## src/rtl/core/assert_macros.svh

```systemverilog
// Shared assertion macros
`ifndef ASSERT_MACROS_SVH
`define ASSERT_MACROS_SVH

// Check a property on every rising clock edge outside reset
`define ASSERT_CLK(label, clk, rst_n, prop, msg) \
	label: assert property (@(posedge clk) disable iff (!rst_n) prop) else $error(msg);

// Check that a condition never holds outside reset
`define ASSERT_NEVER(label, clk, rst_n, cond, msg) \
	label: assert property (@(posedge clk) disable iff (!rst_n) !(cond)) else $error(msg);

`endif

```

## src/rtl/core/wth_pkg.sv

```systemverilog
package wth_pkg;

	localparam int COUNT_WIDTH = 32;
	localparam int MIN_LETTERS = 4;
	localparam int LETTER_W    = $clog2(MIN_LETTERS + 1);
	localparam int OUT_CNT_W   = 32;
	localparam int HASH_W      = 64;

	localparam logic [HASH_W-1:0]      HASH_MUL     = HASH_W'(147);
	localparam logic [7:0]             CHAR_LO      = 8'd32;
	localparam logic [7:0]             CHAR_HI      = 8'd126;
	localparam logic [7:0]             CASE_OFFSET  = 8'd32;
	localparam logic [7:0]             CHAR_NEWLINE = 8'h0A;
	localparam logic [COUNT_WIDTH-1:0] COUNT_MAX    = '1;

	typedef enum logic [1:0] {
		MODE_WHITE  = 2'd0,
		MODE_WORD   = 2'd1,
		MODE_NUMBER = 2'd2,
		MODE_BROKEN = 2'd3
	} scan_mode_t;

	typedef logic [COUNT_WIDTH-1:0] count_t;
	typedef logic [HASH_W-1:0]      hash_t;

endpackage

```

## src/rtl/core/wth_in_if.sv

```systemverilog
interface wth_in_if;

	logic       valid;
	logic       ready;
	logic [7:0] in_byte;
	logic       end_of_file;

	modport source (output valid, output in_byte, output end_of_file, input ready);
	modport sink   (input valid, input in_byte, input end_of_file, output ready);

endinterface

```

## src/rtl/core/wth_out_if.sv

```systemverilog
interface wth_out_if;

	logic                              valid;
	logic                              ready;
	logic [wth_pkg::OUT_CNT_W-1:0]     char_total;
	logic [wth_pkg::OUT_CNT_W-1:0]     line_total;
	logic [wth_pkg::OUT_CNT_W-1:0]     word_total;
	logic                              word_done;
	logic [wth_pkg::HASH_W-1:0]        word_hash;

	modport source (
		output valid, output char_total, output line_total, output word_total,
		output word_done, output word_hash, input ready
	);
	modport sink (
		input valid, input char_total, input line_total, input word_total,
		input word_done, input word_hash, output ready
	);

endinterface

```

## src/rtl/core/word_tokenizer_hash.sv

```systemverilog
// Byte-stream tokenizer with a case-folded polynomial word hash.
// byte_chan (sink): one beat per text byte, or an end-of-file mark when
//   end_of_file is set (in_byte is then ignored).
// result_chan (source): one beat per input beat, in order, carrying the
//   saturating character, line and word totals, and word_done/word_hash
//   when that byte closed a valid word (word_hash is zero otherwise).
// Path: a byte taken is registered in the input stage; its result is
//   then registered in the result register and offered on result_chan.
// Throughput: one beat per cycle while result_chan is ready. Scanner
//   state and counters are computed combinationally between the input
//   stage and result register, the hash step one constant multiply and add.
// Reset: arst_n clears the scanner to white mode, zeroes all counters and the
//   running hashes, marks the start of a line and empties both stages.
// Stall: while result_chan is not ready a pending result holds; an empty
//   input stage still takes one more byte, then byte_chan.ready drops until
//   the result is taken.
`include "assert_macros.svh"

module word_tokenizer_hash (
	input  logic              clk,
	input  logic              arst_n,
	wth_in_if.sink            byte_chan,
	wth_out_if.source         result_chan
);

	logic                          valid_s1;
	logic [7:0]                    byte_s1;
	logic                          eof_s1;

	wth_pkg::scan_mode_t           mode_q, mode_d;
	logic [wth_pkg::LETTER_W-1:0]  letters_q, letters_d;
	wth_pkg::hash_t                hash_run_q, hash_run_d;
	wth_pkg::hash_t                hash_let_q, hash_let_d;
	logic                          line_start_q, line_start_d;
	wth_pkg::count_t               chars_q, chars_d;
	wth_pkg::count_t               lines_q, lines_d;
	wth_pkg::count_t               words_q, words_d;

	logic                          out_valid_q;
	logic                          done_q;
	wth_pkg::hash_t                hash_out_q;

	logic                          advance;
	logic                          printable;
	logic [7:0]                    ch;
	logic [7:0]                    ch_up;
	logic                          is_letter;
	logic                          is_digit;
	logic                          done_c;
	wth_pkg::hash_t                hash_out_c;
	wth_pkg::hash_t                hash_step;

	assign advance         = !out_valid_q || result_chan.ready;
	assign byte_chan.ready = !valid_s1 || advance;

	always_ff @(posedge clk or negedge arst_n) begin
		if (!arst_n) begin
			valid_s1 <= 1'b0;
		end else if (byte_chan.ready) begin
			valid_s1 <= byte_chan.valid;
		end
	end

	always_ff @(posedge clk) begin
		if (byte_chan.ready && byte_chan.valid) begin
			byte_s1 <= byte_chan.in_byte;
			eof_s1  <= byte_chan.end_of_file;
		end
	end

	assign printable = !eof_s1 && byte_s1 >= wth_pkg::CHAR_LO && byte_s1 <= wth_pkg::CHAR_HI;
	assign ch        = printable ? byte_s1 : 8'd0;
	assign is_letter = ch inside {["A":"Z"], ["a":"z"]};
	assign is_digit  = ch inside {["0":"9"]};
	assign ch_up     = (ch inside {["a":"z"]}) ? ch - wth_pkg::CASE_OFFSET : ch;
	assign hash_step = hash_run_q * wth_pkg::HASH_MUL
		+ wth_pkg::HASH_W'(is_letter ? ch_up : ch);

	// next state
	always_comb begin
		mode_d       = mode_q;
		letters_d    = letters_q;
		hash_run_d   = hash_run_q;
		hash_let_d   = hash_let_q;
		line_start_d = line_start_q;
		chars_d      = chars_q;
		lines_d      = lines_q;
		words_d      = words_q;

		if (!eof_s1) begin
			if (line_start_q && lines_q != wth_pkg::COUNT_MAX) begin
				lines_d = lines_q + 1'b1;
			end
			line_start_d = (byte_s1 == wth_pkg::CHAR_NEWLINE);
		end else begin
			line_start_d = 1'b1;
		end

		if (printable && chars_q != wth_pkg::COUNT_MAX) begin
			chars_d = chars_q + 1'b1;
		end

		if (is_letter) begin
			case (mode_q)
				wth_pkg::MODE_WHITE: begin
					hash_run_d = wth_pkg::HASH_W'(ch_up);
					hash_let_d = wth_pkg::HASH_W'(ch_up);
					letters_d  = wth_pkg::LETTER_W'(1);
					mode_d     = wth_pkg::MODE_WORD;
				end
				wth_pkg::MODE_WORD, wth_pkg::MODE_BROKEN: begin
					hash_run_d = hash_step;
					hash_let_d = hash_step;
					if (mode_q == wth_pkg::MODE_WORD
						&& letters_q < wth_pkg::LETTER_W'(wth_pkg::MIN_LETTERS)) begin
						letters_d = letters_q + 1'b1;
					end
				end
				default: begin
				end
			endcase
		end else if (is_digit) begin
			case (mode_q)
				wth_pkg::MODE_WORD, wth_pkg::MODE_BROKEN: begin
					hash_run_d = hash_step;
					if (mode_q == wth_pkg::MODE_WORD
						&& letters_q < wth_pkg::LETTER_W'(wth_pkg::MIN_LETTERS)) begin
						mode_d = wth_pkg::MODE_BROKEN;
					end
				end
				default: begin
					mode_d = wth_pkg::MODE_NUMBER;
				end
			endcase
		end else begin
			mode_d = wth_pkg::MODE_WHITE;
			if (done_c && words_q != wth_pkg::COUNT_MAX) begin
				words_d = words_q + 1'b1;
			end
		end
	end

	// outputs
	always_comb begin
		done_c     = !is_letter && !is_digit && mode_q == wth_pkg::MODE_WORD
			&& letters_q >= wth_pkg::LETTER_W'(wth_pkg::MIN_LETTERS);
		hash_out_c = done_c ? hash_let_q : '0;
	end

	always_ff @(posedge clk or negedge arst_n) begin
		if (!arst_n) begin
			mode_q       <= wth_pkg::MODE_WHITE;
			letters_q    <= '0;
			hash_run_q   <= '0;
			hash_let_q   <= '0;
			line_start_q <= 1'b1;
			chars_q      <= '0;
			lines_q      <= '0;
			words_q      <= '0;
			out_valid_q  <= 1'b0;
		end else if (advance) begin
			out_valid_q <= valid_s1;
			if (valid_s1) begin
				mode_q       <= mode_d;
				letters_q    <= letters_d;
				hash_run_q   <= hash_run_d;
				hash_let_q   <= hash_let_d;
				line_start_q <= line_start_d;
				chars_q      <= chars_d;
				lines_q      <= lines_d;
				words_q      <= words_d;
			end
		end
	end

	always_ff @(posedge clk) begin
		if (advance && valid_s1) begin
			done_q     <= done_c;
			hash_out_q <= hash_out_c;
		end
	end

	assign result_chan.valid      = out_valid_q;
	assign result_chan.char_total = wth_pkg::OUT_CNT_W'(chars_q);
	assign result_chan.line_total = wth_pkg::OUT_CNT_W'(lines_q);
	assign result_chan.word_total = wth_pkg::OUT_CNT_W'(words_q);
	assign result_chan.word_done  = done_q;
	assign result_chan.word_hash  = hash_out_q;

	`ASSERT_CLK(a_hash_zero_idle, clk, arst_n,
		(out_valid_q && !done_q) |-> (hash_out_q == '0), "hash set without a word")
	`ASSERT_CLK(a_words_hold, clk, arst_n,
		(advance && valid_s1 && !done_c) |=> $stable(words_q), "word count moved without a word")
	`ASSERT_CLK(a_result_follows, clk, arst_n,
		(advance && valid_s1) |=> out_valid_q, "accepted byte produced no result")
	`ASSERT_NEVER(a_letters_bound, clk, arst_n,
		letters_q > wth_pkg::LETTER_W'(wth_pkg::MIN_LETTERS), "leading letter count overran")

endmodule

```

## src/flat_wrapper.sv

```systemverilog
// flat-port wrapper written by rule: the top's interface ports become plain ports
module word_tokenizer_hash_flat 
  (clk, arst_n, byte_chan_valid, byte_chan_in_byte, byte_chan_end_of_file, byte_chan_ready, result_chan_valid, result_chan_char_total, result_chan_line_total, result_chan_word_total, result_chan_word_done, result_chan_word_hash, result_chan_ready);
  wth_in_if byte_chan_i ();
  wth_out_if result_chan_i ();
  input  logic clk;
  input  logic arst_n;
  input wire logic [$bits(byte_chan_i.valid)-1:0] byte_chan_valid;
  input wire logic [$bits(byte_chan_i.in_byte)-1:0] byte_chan_in_byte;
  input wire logic [$bits(byte_chan_i.end_of_file)-1:0] byte_chan_end_of_file;
  output wire logic [$bits(byte_chan_i.ready)-1:0] byte_chan_ready;
  output wire logic [$bits(result_chan_i.valid)-1:0] result_chan_valid;
  output wire logic [$bits(result_chan_i.char_total)-1:0] result_chan_char_total;
  output wire logic [$bits(result_chan_i.line_total)-1:0] result_chan_line_total;
  output wire logic [$bits(result_chan_i.word_total)-1:0] result_chan_word_total;
  output wire logic [$bits(result_chan_i.word_done)-1:0] result_chan_word_done;
  output wire logic [$bits(result_chan_i.word_hash)-1:0] result_chan_word_hash;
  input wire logic [$bits(result_chan_i.ready)-1:0] result_chan_ready;
  assign byte_chan_i.valid = byte_chan_valid;
  assign byte_chan_i.in_byte = byte_chan_in_byte;
  assign byte_chan_i.end_of_file = byte_chan_end_of_file;
  assign byte_chan_ready = byte_chan_i.ready;
  assign result_chan_valid = result_chan_i.valid;
  assign result_chan_char_total = result_chan_i.char_total;
  assign result_chan_line_total = result_chan_i.line_total;
  assign result_chan_word_total = result_chan_i.word_total;
  assign result_chan_word_done = result_chan_i.word_done;
  assign result_chan_word_hash = result_chan_i.word_hash;
  assign result_chan_i.ready = result_chan_ready;
  word_tokenizer_hash u_core (.clk(clk), .arst_n(arst_n), .byte_chan(byte_chan_i), .result_chan(result_chan_i));
endmodule
```

## config.mk

```make
export PLATFORM = sky130hd
export DESIGN_NAME = word_tokenizer_hash_flat
export DESIGN_NICKNAME = d
export VERILOG_FILES = /design/src/rtl/core/wth_pkg.sv /design/src/rtl/core/wth_in_if.sv /design/src/rtl/core/wth_out_if.sv /design/src/rtl/core/word_tokenizer_hash.sv /design/src/flat_wrapper.sv
export VERILOG_INCLUDE_DIRS = /design/src /design/src/rtl/core
export SDC_FILE = /design/constraint.sdc
export NUM_CORES = 1
export LEC_CHECK = 0
export BUFFER_PORTS_ARGS = -buffer_cell sky130_fd_sc_hd__buf_2
export CAP_MARGIN = 20
export CORE_AREA = 3 3 192 194
export DETAILED_ROUTE_END_ITERATION = 12
export DIE_AREA = 0 0 195 197
export GPL_TIMING_DRIVEN = 0
export MAX_ROUTING_LAYER = met4
export PLACE_DENSITY = 0.78
export SETUP_SLACK_MARGIN = 0.3
export SLEW_MARGIN = 20
export SYNTH_ARGS = -nofsm -noshare
export SYNTH_HDL_FRONTEND = slang
export SYNTH_SLANG_ARGS = --single-unit
export TNS_END_PERCENT = 30
```

## constraint.sdc

```tcl
create_clock -name clk -period 15.45 [get_ports clk]
set_input_delay 4.635 -clock clk [delete_from_list [all_inputs] [get_ports clk]]
set_output_delay 4.635 -clock clk [all_outputs]
set_load 0.1 [all_outputs]
```

; Word-level counts from Yosys, hierarchy flattened
; Cells that the tools add are included.
[totals]
out_inout_bits = 163
reg_bits = 306
elab_cells = 93
inputBits = 13
[classes]
reduce_logical = 35
bitwise_logic = 3
add_sub_neg = 6
eq_ne = 9
magnitude_cmp = 10
multipliers = 1
n_mux = 15
[op_table]
columns = op, count
row1 = 64-bit 2-to-1 mux, 3
row2 = 64-bit case mux with 2 select lines, 1
row3 = "32-bit by 1-bit adder with 32-bit output, second input constant", 3
row4 = "32-bit inequality test, second input constant", 3
row5 = 64-bit adder, 1
row6 = "64-bit by 8-bit multiplier with 64-bit output, second input constant", 1
row7 = "8-bit by 7-bit <= comparator with 1-bit output, second input constant", 3
row8 = 8-bit 2-to-1 mux, 3
row9 = "8-bit by 6-bit >= comparator with 1-bit output, second input constant", 2
row10 = "8-bit by 7-bit >= comparator with 1-bit output, second input constant", 2
row11 = 5-bit AND reduction, 3
row12 = 1-bit logical AND, 14
row13 = 4-bit AND reduction, 3
row14 = 2-bit 2-to-1 mux, 5
row15 = "8-bit by 4-bit equality test with 1-bit output, second input constant", 1
row16 = "8-bit by 6-bit <= comparator with 1-bit output, second input constant", 1
row17 = 2-bit nonzero test, 4
row18 = "8-bit by 6-bit subtractor with 8-bit output, second input constant", 1
row19 = 3-bit case mux with 2 select lines, 1
row20 = 1-bit zero test, 5
row21 = "4-bit by 3-bit inequality test with 1-bit output, second input constant", 1
row22 = "3-bit by 1-bit adder with 3-bit output, second input constant", 1
row23 = "3-bit >= comparator, second input constant", 1
row24 = "3-bit < comparator, second input constant", 1
row25 = other kinds (12), 15

; Longest topological paths before layout
; Gate-level depths: netlist of run 1.
[depth]
word_depth = 13
depth_mapped = 20
mapped_depth_nobuf = 20

; Least setup slack after synthesis of run 1
; OpenSTA, ideal clock, no wires.
[synth_path]
path_kind = input to output
from = input port result_chan_ready
to = output port byte_chan_ready
t_arrival_ns = 5.457
path_buffers = 0
slack_ns = 5.358
t_required_ns = 10.815
cell_stages = 1
path_cell_list = nand3b_1
[synth_between]
elab_chain_cells = 2
[synth_rtl]
columns = element, line_no
row1 = start: declaration, flat_wrapper.sv:18  ; input wire logic [$bits(result_chan_i.ready)-1:0] result_chan_ready;
row2 = 1-bit logical OR, word_tokenizer_hash.sv:53  ; assign advance = !out_valid_q || result_chan.ready;
row3 = 1-bit logical OR, word_tokenizer_hash.sv:54  ; assign byte_chan.ready = !valid_s1 || advance;
row4 = end: declaration, flat_wrapper.sv:11  ; output wire logic [$bits(byte_chan_i.ready)-1:0] byte_chan_ready;
; No other way between the ends.

; Worst setup path in the final report of run 1
; Ends and elaborated chain as after synthesis.

==> results of run 1 <==
-- Yosys cell counts (all sizes together), types with 6 or more instances --
library cell  number  share of area (%)
nor3              16               0.41
o21ai             68                1.6
a41oi              6               0.25
and3              27               0.81
xnor2            113                4.8
clkbuf            68                1.2
nand2            199                3.6
inv               40               0.72
a22o              55                2.3
a31oi             14               0.42
o21a               8               0.29
fa               121                 12
a211oi            12               0.46
dfrtp            231                 28
a21o              35                1.3
nand4             35                1.1
and4              21               0.89
or3                9               0.27
o21bai             9               0.33
edfxtp            74                 11
nand3             70                1.7
nor2              83                1.5
nand2b             7               0.21
nor4               7               0.28
buf               12               0.25
and2              75                2.3
xor2              36                1.5
o31ai             25               0.90
ha               245                 15
a21oi             89                2.2
-- report_power, final --
part	leakage, nW	internal (mW)	switching [mW]	total (mW)
combinational	7.60	1.08	1.92	2.99
sequential	3.91	0.906	0.0945	1.00
clock	0.547	0.473	0.345	0.818
total	12.1	2.46	2.36	4.81
-- area by class of cell --
class                   count  area, µm²  area share [%]
plain buffers              80        307            1.31
clock buffers              41        898            3.84
clock inverters            21        213           0.909
inverters                  41        159           0.679
multi-input cells        1465      12300            52.5
flip-flops and latches    306       8030            34.3
well taps                 461        577            2.47
repair buffers            177        941            4.02
-- metrics by stage --
stage,worst slack (ps),std cells
after global placement,5520,2528
final,5510,2592
after floorplan,5360,1892
after detailed placement,5500,2530
after global routing,5480,2592
after CTS,5500,2592
-- state kept, by name (all words and copies together) (netlist names) --
signal,flops
u_core.result_chan.char_total,32
u_core.result_chan.word_done,1
u_core.valid_s1,1
u_core.result_chan.word_total,32
u_core.hash_run_q,64
u_core.byte_s1,8
u_core.line_start_q,1
u_core.result_chan.valid,1
u_core.letters_q,3
u_core.eof_s1,1
u_core.hash_let_q,64
u_core.mode_q,2
u_core.result_chan.word_hash,64
u_core.result_chan.line_total,32
-- cell families (layout without fill, tap and decap cells) --
kind of cell / Yosys count / in the layout / synth area share, %
simple gates: 571 / 571 / 13.8
compound gates: 373 / 373 / 12.4
fa+ha+maj: 366 / 366 / 26.4
flops: 306 / 306 / 38.7
xor+xnor: 149 / 149 / 6.29
buf+inv: 121 / 360 / 2.22
mux: 5 / 5 / 0.253
other cells: 1 / 1 / 0.0181
-- metal layers --
layer	vias up	track usage, %
met5	-	-
met2	495	45.0
li1	7242	-
met3	124	3.90
met4	0	10.5
met1	7813	37.3
-- placed cells by master, fill, tap and decap left out, types with 25 or more instances in the layout --
cell / netlist / final
dfrtp_1: 231 / 231
ha_1: 245 / 245
clkbuf_16: 0 / 35
edfxtp_1: 74 / 74
and2_1: 75 / 75
nor2_1: 82 / 82
xnor2_1: 113 / 113
inv_1: 40 / 40
buf_2: 5 / 179
o31ai_1: 25 / 25
nand4_1: 35 / 35
clkbuf_1: 68 / 74
o21ai_0: 67 / 67
fa_1: 121 / 121
a21o_1: 35 / 35
a22o_1: 55 / 55
and3_1: 27 / 27
nand3_1: 70 / 70
a21oi_1: 88 / 88
xor2_1: 36 / 36
nand2_1: 199 / 199
-- worst paths after layout --
path / from / end / slack (ps) / cells past startpoint
max reg2reg: u_core.byte_s1[4] / u_core.hash_let_q[53] / 8890 / 20
min: u_core.hash_let_q[15] / u_core.hash_let_q[15] / 470 / 2
min in group asynchronous: arst_n / u_core.result_chan.word_total[7] / 4060 / 1
max: result_chan_ready / byte_chan_ready / 5510 / 3
max in group asynchronous: arst_n / u_core.hash_run_q[26] / 10520 / 2
min reg2reg: u_core.hash_let_q[15] / u_core.hash_let_q[15] / 470 / 2
-- worst reg2reg max path, stage by stage (launching register included) --
cell,delay [ps]
edfxtp_1,490
or3_1,430
o311ai_2,250
nor2_2,120
nand2_1,200
nand3_1,150
fa_1,530
inv_1,40
ha_1,280
ha_1,310
fa_1,490
ha_1,380
a211oi_1,120
o21ai_0,310
a31oi_1,270
o32a_1,410
nand2_1,150
o22ai_1,220
o31ai_1,760
xor2_1,260
a22o_1,270
==> key figures, run 1 <==
Power
  – Overall Power: 4.81 mW
  – VDD IR-drop max: 220 µV
  – Leak Pwr: ~12 nW
  – PD cells: a little over 200 mW/mm²

Cells and area
  – Fin util: 66.1%
  – # fillers: between 2,000 and 3,000
  – Final Instance Area: roughly 0.023 mm²
  – Layout area overhead: 12.7%
  – Layout cells sized above 1: approximately 12%
  – Nets: around 2,500
  – Diode count: 0

Worst setup path
  – Crit-path slowest cell: buf_2
  – Slowest stage delay, CP: 450 ps
  – CP cell instances: buf_2 > nand3b_1 > buf_2
  – CP max FO: 3
  – CP Class: input port to primary output
  – CP bufs+invs: 2
  – Required @ worst endpoint: between 10,000 and 15,000 ps
  – Worst Setup Start Kind: input port
  – Top delay family on crit path: buffers and inverters
  – Element type at the critical path end: primary output
  – Critical path data arrival time: 5310 ps
  – Crit path top cell by count: buf_2

Routing
  – Drt wl/cell: 20.1 µm
  – Met2 WL: 25,000 µm
  – Final WL: around 52,000 µm
  – Routed wl met3: 3010 µm
  – Met1 Wirelength: 22,100 µm
  – DRT iter0 DRCs: 1,100
  – DRC viols: 0
  – Vias: 15,700
  – ANT nets after route: 0
  – TritonRoute pass-1 iters: 5
  – Avg Vias per Cell: 6.05
  – Highest routed layer: met4

Clock network
  – Longest Clk Path Bufs: 3
  – Clock transition at path regs: 60 ps
  – Cts hold-fix bufs: 0
  – CTS Buf Count: 35
  – Clk root buf: clkbuf_16
  – CTS tree: built
  – Insertion delay to the later sink of the worst-skew pair: ~530 ps
  – # H-tree levels: 2
  – Buffer count from post-CTS setup fixing: 0
  – CTS Sinks: 306
  – PostCTS Resize Cnt: 0

Synthesis
  – Post-synthesis register bit count: a little over 300
  – Ys flop type: dfrtp_1
  – Unique cell type count in the Yosys netlist: 77
  – Ys async rst share: between 70 and 80%
  – Mapped Nets: 2,271
  – Syn avg cell area: ~11 µm²
  – Synthesis Warnings: 0
  – Sequential fraction of the synthesis area: between 30% and 40%
  – Mapped cell area: approximately 0.021 mm²
  – Synthesized netlist cell count: 1,892
  – Post-synth EDFFs: 74

Floorplan
  – Starting Density: 58.7%
  – IO Count: about 180
  – DIE WIDTH: 195 µm
  – CORE AREA: 0.0354 mm²
  – Die ar.: 0.0384 mm²
  – Die Y: approximately 200 µm
  – Rows: 69

STA
  – Fin Hold WS: 469 ps
  – Slew at the pin closest to its max-slew limit: 967 ps
  – Final period util: between 60% and 70%
  – Setup Viol. Count Final: 0
  – Worst Skew: 16.8 ps
  – Slew Limit Fails: 0
  – Setup TNS: 0 ps
  – Fmax: 0.101 GHz
  – Final hold viol count: 0
  – Relative slew slack: between 30 and 40%
  – RSZ-0062 raised after global routing: no
  – Fin crit period: 9940 ps

Global routing
  – Grt total ovfl: 0
  – Largest net degree at the start of global routing: 95
  – Wire length of the first global-routing pass: 84,900 µm
  – Vias in the first global route: 16,100
  – Overall routing resource usage: 28.2%
  – Initial antenna violation count: 1

Placement
  – Port Buf Inserts: 175
  – Detailed-placement wirelength estimate: 39,800 µm
  – Dpl cell area: 0.0223 mm²
  – GP Congestion: 0.934

Outcome
  – Status: complete, no violations

Flow run
  – Max-cap violations: 0

Worst hold path
  – Worst hold path type: flop to flop
Note: power is estimated with default switching activity, not from simulation.
==> run 2, diff against run 1 <==
--- a/config.mk
+++ b/config.mk
@@ -6,11 +6,12 @@
 export SDC_FILE = /design/constraint.sdc
 export NUM_CORES = 1
 export LEC_CHECK = 0
+export ABC_AREA = 1
 export BUFFER_PORTS_ARGS = -buffer_cell sky130_fd_sc_hd__buf_2
 export CAP_MARGIN = 20
-export CORE_AREA = 3 3 192 194
+export CORE_AREA = 3 3 207 209
 export DETAILED_ROUTE_END_ITERATION = 12
-export DIE_AREA = 0 0 195 197
+export DIE_AREA = 0 0 210 212
 export GPL_TIMING_DRIVEN = 0
 export MAX_ROUTING_LAYER = met4
 export PLACE_DENSITY = 0.78
==> constraint.sdc (replaced) <==
create_clock -name clk -period 9.6 [get_ports clk]
set_input_delay 2.88 -clock clk [delete_from_list [all_inputs] [get_ports clk]]
set_output_delay 2.88 -clock clk [all_outputs]
set_load 0.1 [all_outputs]
==> key figures, run 2 <==
Outcome
  – Status: complete, no violations

Global routing
  – Vias in the first global route: 20,900 (+30%)
  – Largest net degree at the start of global routing: 91 (-4.2%)
  – Initial antenna violation count: 0 (-1)
  – Overall routing resource usage: 32.8% (+4.6 points)
  – Wire length of the first global-routing pass: 112,000 µm (+32%)
  – Grt total ovfl: 0 (unchanged)

Clock network
  – Clock transition at path regs: 60 ps (about the same)
  – Longest Clk Path Bufs: 3 (unchanged)
  – # H-tree levels: 2 (unchanged)
  – CTS Sinks: 306 (unchanged)
  – Buffer count from post-CTS setup fixing: 0 (unchanged)
  – CTS Buf Count: 35 (unchanged)
  – CTS tree: built
  – Insertion delay to the later sink of the worst-skew pair: 560 ps (+30 ps)
  – Cts hold-fix bufs: 0 (unchanged)
  – PostCTS Resize Cnt: 0 (unchanged)
  – Clk root buf: clkbuf_16

STA
  – Fin crit period: approximately 6600 ps
  – Setup TNS: 0 ps (unchanged)
  – Final period util: 68.3%
  – Final hold viol count: 0 (unchanged)
  – Slew at the pin closest to its max-slew limit: 767 ps (-200 ps)
  – Fin Hold WS: 482 ps (+12.5 ps)
  – PnR worst setup slack: 3050 ps (-2460 ps)
  – Fmax: 0.153 GHz
  – Worst Skew: 17.4 ps (+0.578 ps)
  – Slew Limit Fails: 0 (unchanged)
  – RSZ-0062 raised after global routing: no
  – Relative slew slack: 48.4% (+13 points)
  – Setup Viol. Count Final: 0 (unchanged)

Placement
  – Port Buf Inserts: 175 (unchanged)
  – Placed cells: 3,802 (+50%)
  – Setup WS pre-CTS: 3060 ps (-2440 ps)
  – GP Congestion: 0.996 (+6.7%)
  – Detailed-placement wirelength estimate: 56,700 µm (+42%)

Synthesis
  – Count leader, synth: nand2_1
  – Post-synth top cells: 1,064 x nand2_1, 429 x inv_1, 275 x nor2_1
  – Ys flop type: dfrtp_1
  – Dominant cells by area after synthesis: dfrtp_1 24%, nand2_1 17%, ha_1 13%
  – Sequential fraction of the synthesis area: 33.2% (-5.4 points)
  – Synth top area share: 23.9% (-3.9 points)
  – Post-synth EDFFs: 74 (unchanged)
  – Synthesized netlist cell count: 3,091 (+63%)
  – Synthesis Warnings: 0 (unchanged)
  – Unique cell type count in the Yosys netlist: 40 (-48%)
  – Mapped Nets: 3,470 (+53%)
  – Post-synthesis register bit count: 306 (unchanged)
  – Mapped cell area: 0.0242 mm² (+16%)
  – Syn avg cell area: 7.82 µm² (-29%)
  – Ys async rst share: 75.8% (unchanged)
  – Post-synth top area cell: dfrtp_1

Worst hold path
  – Worst hold path type: flop to flop
  – Hold path depth: 2 (unchanged)
  – Hold Path End: u_core.hash_let_q[55]
  – Worst Hold Launch: u_core.hash_let_q[55]

Floorplan
  – CORE AREA: 0.0410 mm² (+16%)
  – DIE WIDTH: 210 µm (+7.7%)
  – Rows: 74 (+7.2%)
  – Die ar.: 0.0445 mm² (+16%)
  – Starting Density: 58.9% (+0.26 points)
  – Die Y: 212 µm (+7.6%)
  – IO Count: 176 (unchanged)

Worst setup path
  – R2r worst-path depth: 26 (+30%)
  – Worst flop-to-flop path endpoint: u_core.hash_let_q[48]
  – CP Class: input port to primary output
  – R2r startpoint: u_core.byte_s1[1]
  – Critical path data arrival time: 3670 ps (-1640 ps)
  – Element type at the critical path end: primary output
  – R2R Setup Slk: 3990 ps (-4900 ps)
  – Required @ worst endpoint: 6720 ps (-4100 ps)
  – Worst Setup Start Kind: input port
  – CP max FO: 3 (unchanged)

Routing
  – Avg Vias per Cell: 5.46 (-9.8%)
  – TritonRoute pass-1 iters: 6 (+1)
  – Final WL: 70,500 µm (+35%)
  – DRC viols: 0 (unchanged)
  – Vias: 21,100 (+35%)
  – Drt wl/cell: 18.2 µm (-9.3%)
  – DRT iter0 DRCs: 1,665 (+51%)
  – ANT nets after route: 0 (unchanged)

Cells and area
  – Layout cells sized above 1: 9.33% (-2.7 points)
  – Commonest non-fill, non-tap cell in the layout: nand2_1
  – Most frequent cells in the layout: 1,064 x nand2_1, 429 x inv_1, 274 x nor2_1
  – Nets: 3,686 (+48%)
  – Layout area overhead: 11.8%
  – Fin cells: 3,865 (+49%)
  – # fillers: 3,492 (+26%)
  – Area of the multi-input gates: 0.0142 mm² (+16%)
  – Diode count: 0 (unchanged)
  – Sequential Area: 0.00803 mm² (unchanged)

Power
  – Overall Power: 7.24 mW (+51%)
  – Leak Pwr: 15.0 nW (+25%)
  – PD cells: 268 mW/mm² (+30%)
  – VDD IR-drop max: 467 µV (+110%)

Flow run
  – Max-cap violations: 0 (unchanged)
==> run 2: power by group <==
group | leakage [nW] | internal, mW | switching [mW]
Clock | 0.591 | 0.838 | 0.559
Combinational | 10.6 | 1.09 | 2.86
Sequential | 3.80 | 1.61 | 0.290
==> run 2: logic make-up (layout without fill, tap and decap cells) <==
logic type / after synthesis / count (layout) / synth area share, %
xor gates and xnor gates: 132 / 132 / 4.78
other: 1 / 1 / 0.0155
and+or+nand+nor: 1587 / 1587 / 26.6
muxes: 8 / 8 / 0.373
DFF: 306 / 306 / 33.2
adders and majority gates: 366 / 366 / 22.7
AOI/OAI and AO/OA: 207 / 207 / 4.42
buffers and inverters: 484 / 726 / 7.89
==> run 2: metrics by stage <==
step | cell area, µm² | utilization (%)
after floorplan | 24200 | -
after global placement | 25700 | 62.7
after detailed placement | 25800 | 63.0
final | 27000 | 65.9
after global routing | 27000 | 65.9
after CTS | 27000 | 65.9
==> run 2: cell type report <==
type	count	area share, %
timing repair buffer	179	3.63
inverter	435	6.04
clock buffer	48	3.68
multi-input combinational	2301	52.7
tap	532	2.46
sequential	306	29.7
clock inverter	15	0.746
buffer	49	1.01
==> run 2: how the worst max path moves through the flow <==
stage / end / depth (start not counted) / startpoint
CTS: byte_chan_ready / 4 / result_chan_ready
finish: byte_chan_ready / 4 / result_chan_ready
global route: byte_chan_ready / 4 / result_chan_ready
global placement: u_core.hash_let_q[44] / 9 / result_chan_ready
detailed placement: byte_chan_ready / 4 / result_chan_ready
floorplan: u_core.hash_let_q[53] / 9 / result_chan_ready
==> run 2: routing by layer <==
layer / share of wire [%] / global-route usage, % / vias to the layer above / wire [µm]
met2: 47 / 52.3 / 661 / 32800
met1: 45 / 45.4 / 10100 / 32000
met5: 0 / - / - / 0
met4: 2.4 / 8.49 / 0 / 1680
met3: 5.8 / 3.73 / 108 / 4050
li1: - / - / 10200 / -
==> run 2: critical path, cell delays in order <==
cell and delay, ps:
buf_2 100, nor2_1 230, nand2_1 140, buf_2 320
==> run 3, diff against run 2 <==
==> constraint.sdc (replaced) <==
create_clock -name clk -period 6.1 [get_ports clk]
set_input_delay 1.83 -clock clk [delete_from_list [all_inputs] [get_ports clk]]
set_output_delay 1.83 -clock clk [all_outputs]
set_load 0.1 [all_outputs]
==> key figures, run 3 (same netlist as run 2, synthesis figures left out) <==
Outcome
  – Status: complete, no violations

Cells and area
  – Final Instance Area: 0.0270 mm² (about the same)
  – Most frequent cells in the layout: 1,064 x nand2_1, 429 x inv_1, 274 x nor2_1
  – Commonest non-fill, non-tap cell in the layout: nand2_1
  – Sequential Area: 0.00803 mm² (unchanged)
  – Nets: 3,685 (-0.027%)
  – Layout cells sized above 1: 9.27% (-0.057 points)
  – Layout area overhead: 11.8% (about the same)
  – # fillers: 3,546 (+1.5%)
  – Area of the multi-input gates: 0.0142 mm² (unchanged)

Routing
  – TritonRoute pass-1 iters: 6 (unchanged)
  – Drt wl/cell: 17.6 µm (-3.3%)
  – ANT nets after route: 0 (unchanged)
  – Final WL: 68,200 µm (-3.3%)
  – DRC viols: 0 (unchanged)
  – DRT iter0 DRCs: 1,582 (-5.0%)
  – Vias: 20,800 (-1.5%)
  – Avg Vias per Cell: 5.37 (-1.5%)

Worst hold path
  – Worst hold path type: flop to flop
  – Worst Hold Launch: u_core.hash_let_q[60]

STA
  – Slew Limit Fails: 0 (unchanged)
  – RSZ-0062 raised after global routing: yes
  – Final hold viol count: 0 (unchanged)
  – Worst Skew: 11.4 ps (-6.03 ps)
  – Setup TNS: 0 ps (unchanged)
  – Setup Viol. Count Final: 0 (unchanged)
  – Relative slew slack: 50.9% (+2.5 points)
  – Final period util: 90.6%
  – Fin crit period: 5530 ps
  – Slew at the pin closest to its max-slew limit: 735 ps (-32.1 ps)
  – Fmax: 0.181 GHz

Power
  – PD cells: 419 mW/mm² (+56%)
  – Sw Share: 50.9% (-0.26 points)
  – Leak Pwr: 15.0 nW (about the same)
  – Power Internal: 5.55 mW (+57%)
  – VDD IR-drop max: 668 µV (+43%)
  – Clock Power Share: 19.5% (+0.2 points)
  – Overall Power: 11.3 mW (+56%)
  – Net switching power: 5.76 mW (+55%)
  – Sequential Power Share: 26.3% (about the same)
  – Combinational Power Share: 54.2% (-0.3 points)

Floorplan
  – DIE WIDTH: 210 µm (unchanged)
  – Rows: 74 (unchanged)
  – IO Count: 176 (unchanged)
  – Die ar.: 0.0445 mm² (unchanged)
  – Die Y: 212 µm (unchanged)
  – Starting Density: 58.9% (unchanged)
  – CORE AREA: 0.0410 mm² (unchanged)

Global routing
  – Vias in the first global route: 20,900 (-0.16%)
  – Grt total ovfl: 0 (unchanged)
  – Overall routing resource usage: 32.0% (-0.82 points)
  – Wire length of the first global-routing pass: 110,000 µm (-2.2%)
  – Initial antenna violation count: 1 (+1)
  – Largest net degree at the start of global routing: 86 (-5.5%)

Flow run
  – Max-cap violations: 0 (unchanged)

Worst setup path
  – Required @ worst endpoint: 6590 ps (-130 ps)
  – Critical path data arrival time: 6020 ps (+2350 ps)
  – Worst Setup Start Kind: flop
  – Crit path top cell by count: nand2_1
  – CP max FO: 8 (+5)
  – Element type at the critical path end: flop
  – CP Class: flop to flop
  – Crit-path slowest cell: o21bai_1
  – Slowest stage delay, CP: 590 ps (+270 ps)
  – R2r startpoint: u_core.byte_s1[5]
  – Worst Setup SP: u_core.byte_s1[5]

Placement
  – Dpl cell area: 0.0258 mm² (unchanged)
  – GP Congestion: 1.02 (+2.5%)
  – Port Buf Inserts: 175 (unchanged)
  – Detailed-placement wirelength estimate: 55,800 µm (-1.5%)

Clock network
  – # H-tree levels: 2 (unchanged)
  – CTS tree: built
  – Insertion delay to the later sink of the worst-skew pair: 560 ps (about the same)
  – CTS Buf Count: 34 (-2.9%)
  – Cts hold-fix bufs: 0 (unchanged)
  – Clk root buf: clkbuf_16
  – CTS Sinks: 306 (unchanged)
  – Longest Clk Path Bufs: 3 (unchanged)
  – Clock transition at path regs: 60 ps (about the same)
==> run 3: path summary, 6_finish.rpt <==
| kind | cells after the start | slack [ps] | end |
|---|---|---|---|
| max reg2reg | 25 | 570 | u_core.hash_let_q[48] |
| max in group asynchronous | 3 | 3630 | u_core.line_start_q |
| min | 2 | 480 | u_core.hash_let_q[60] |
| min in group asynchronous | 1 | 1180 | u_core.hash_let_q[35] |
| min reg2reg | 2 | 480 | u_core.hash_let_q[60] |
| max | 25 | 570 | u_core.hash_let_q[48] |
==> run 3: per-stage QoR <==
step,cells,util [%],hold slack [ps],setup WS (ps)
finish,3866,65.9,481,573
global route,3866,65.9,511,274
CTS,3864,65.9,482,582
detailed placement,3802,63.0,466,609
global placement,3798,62.7,464,-974
floorplan,3091,-,449,1100
==> run 3: what timing repair did <==
| item | in CTS | in global routing |
|---|---|---|
| hold endpoints to repair | 0 | 0 |
| buffers inserted | 0 | 0 |
| resized for setup | 0 | 1 |
| endpoints found under the setup margin | 0 | 5 |
==> run 3: area by class of cell <==
class                   instances  area share [%]
plain buffers                  49            1.01
inverters                     435            6.04
clock buffers                  45            3.53
clock inverters                17           0.889
repair buffers                179            3.63
multi-input cells            2301            52.7
flip-flops and latches        306            29.7
diodes                          2          0.0185
well taps                     532            2.46
==> run 3: critical path: cells and delay by family, from the launching register on <==
kind | cells | cell delay (ps)
AOI/OAI and AO/OA | 1 | 590
xor gates and xnor gates | 1 | 280
adders and majority gates | 5 | 1950
buffers and inverters | 2 | 100
DFF | 1 | 480
and+or+nand+nor | 16 | 2050
==> run 3: power by group through the flow <==
stage	sequential, mW	clock [mW]	combinational (mW)
finish	2.98	2.20	6.13
global route	3.03	2.32	6.84
CTS	2.97	2.24	6.15
detailed placement	3.01	0	6.10
global placement	3.00	0	5.92
floorplan	4.37	0	3.29
==> run 3: layer usage <==
layer / part of all wire [%] / global-route usage [%] / vias up
met4: 2.9 / 9.14 / 0
met3: 6.3 / 4.75 / 106
met1: 46 / 44.3 / 9927
met5: 0 / - / -
li1: - / - / 10200
met2: 45 / 49.7 / 587
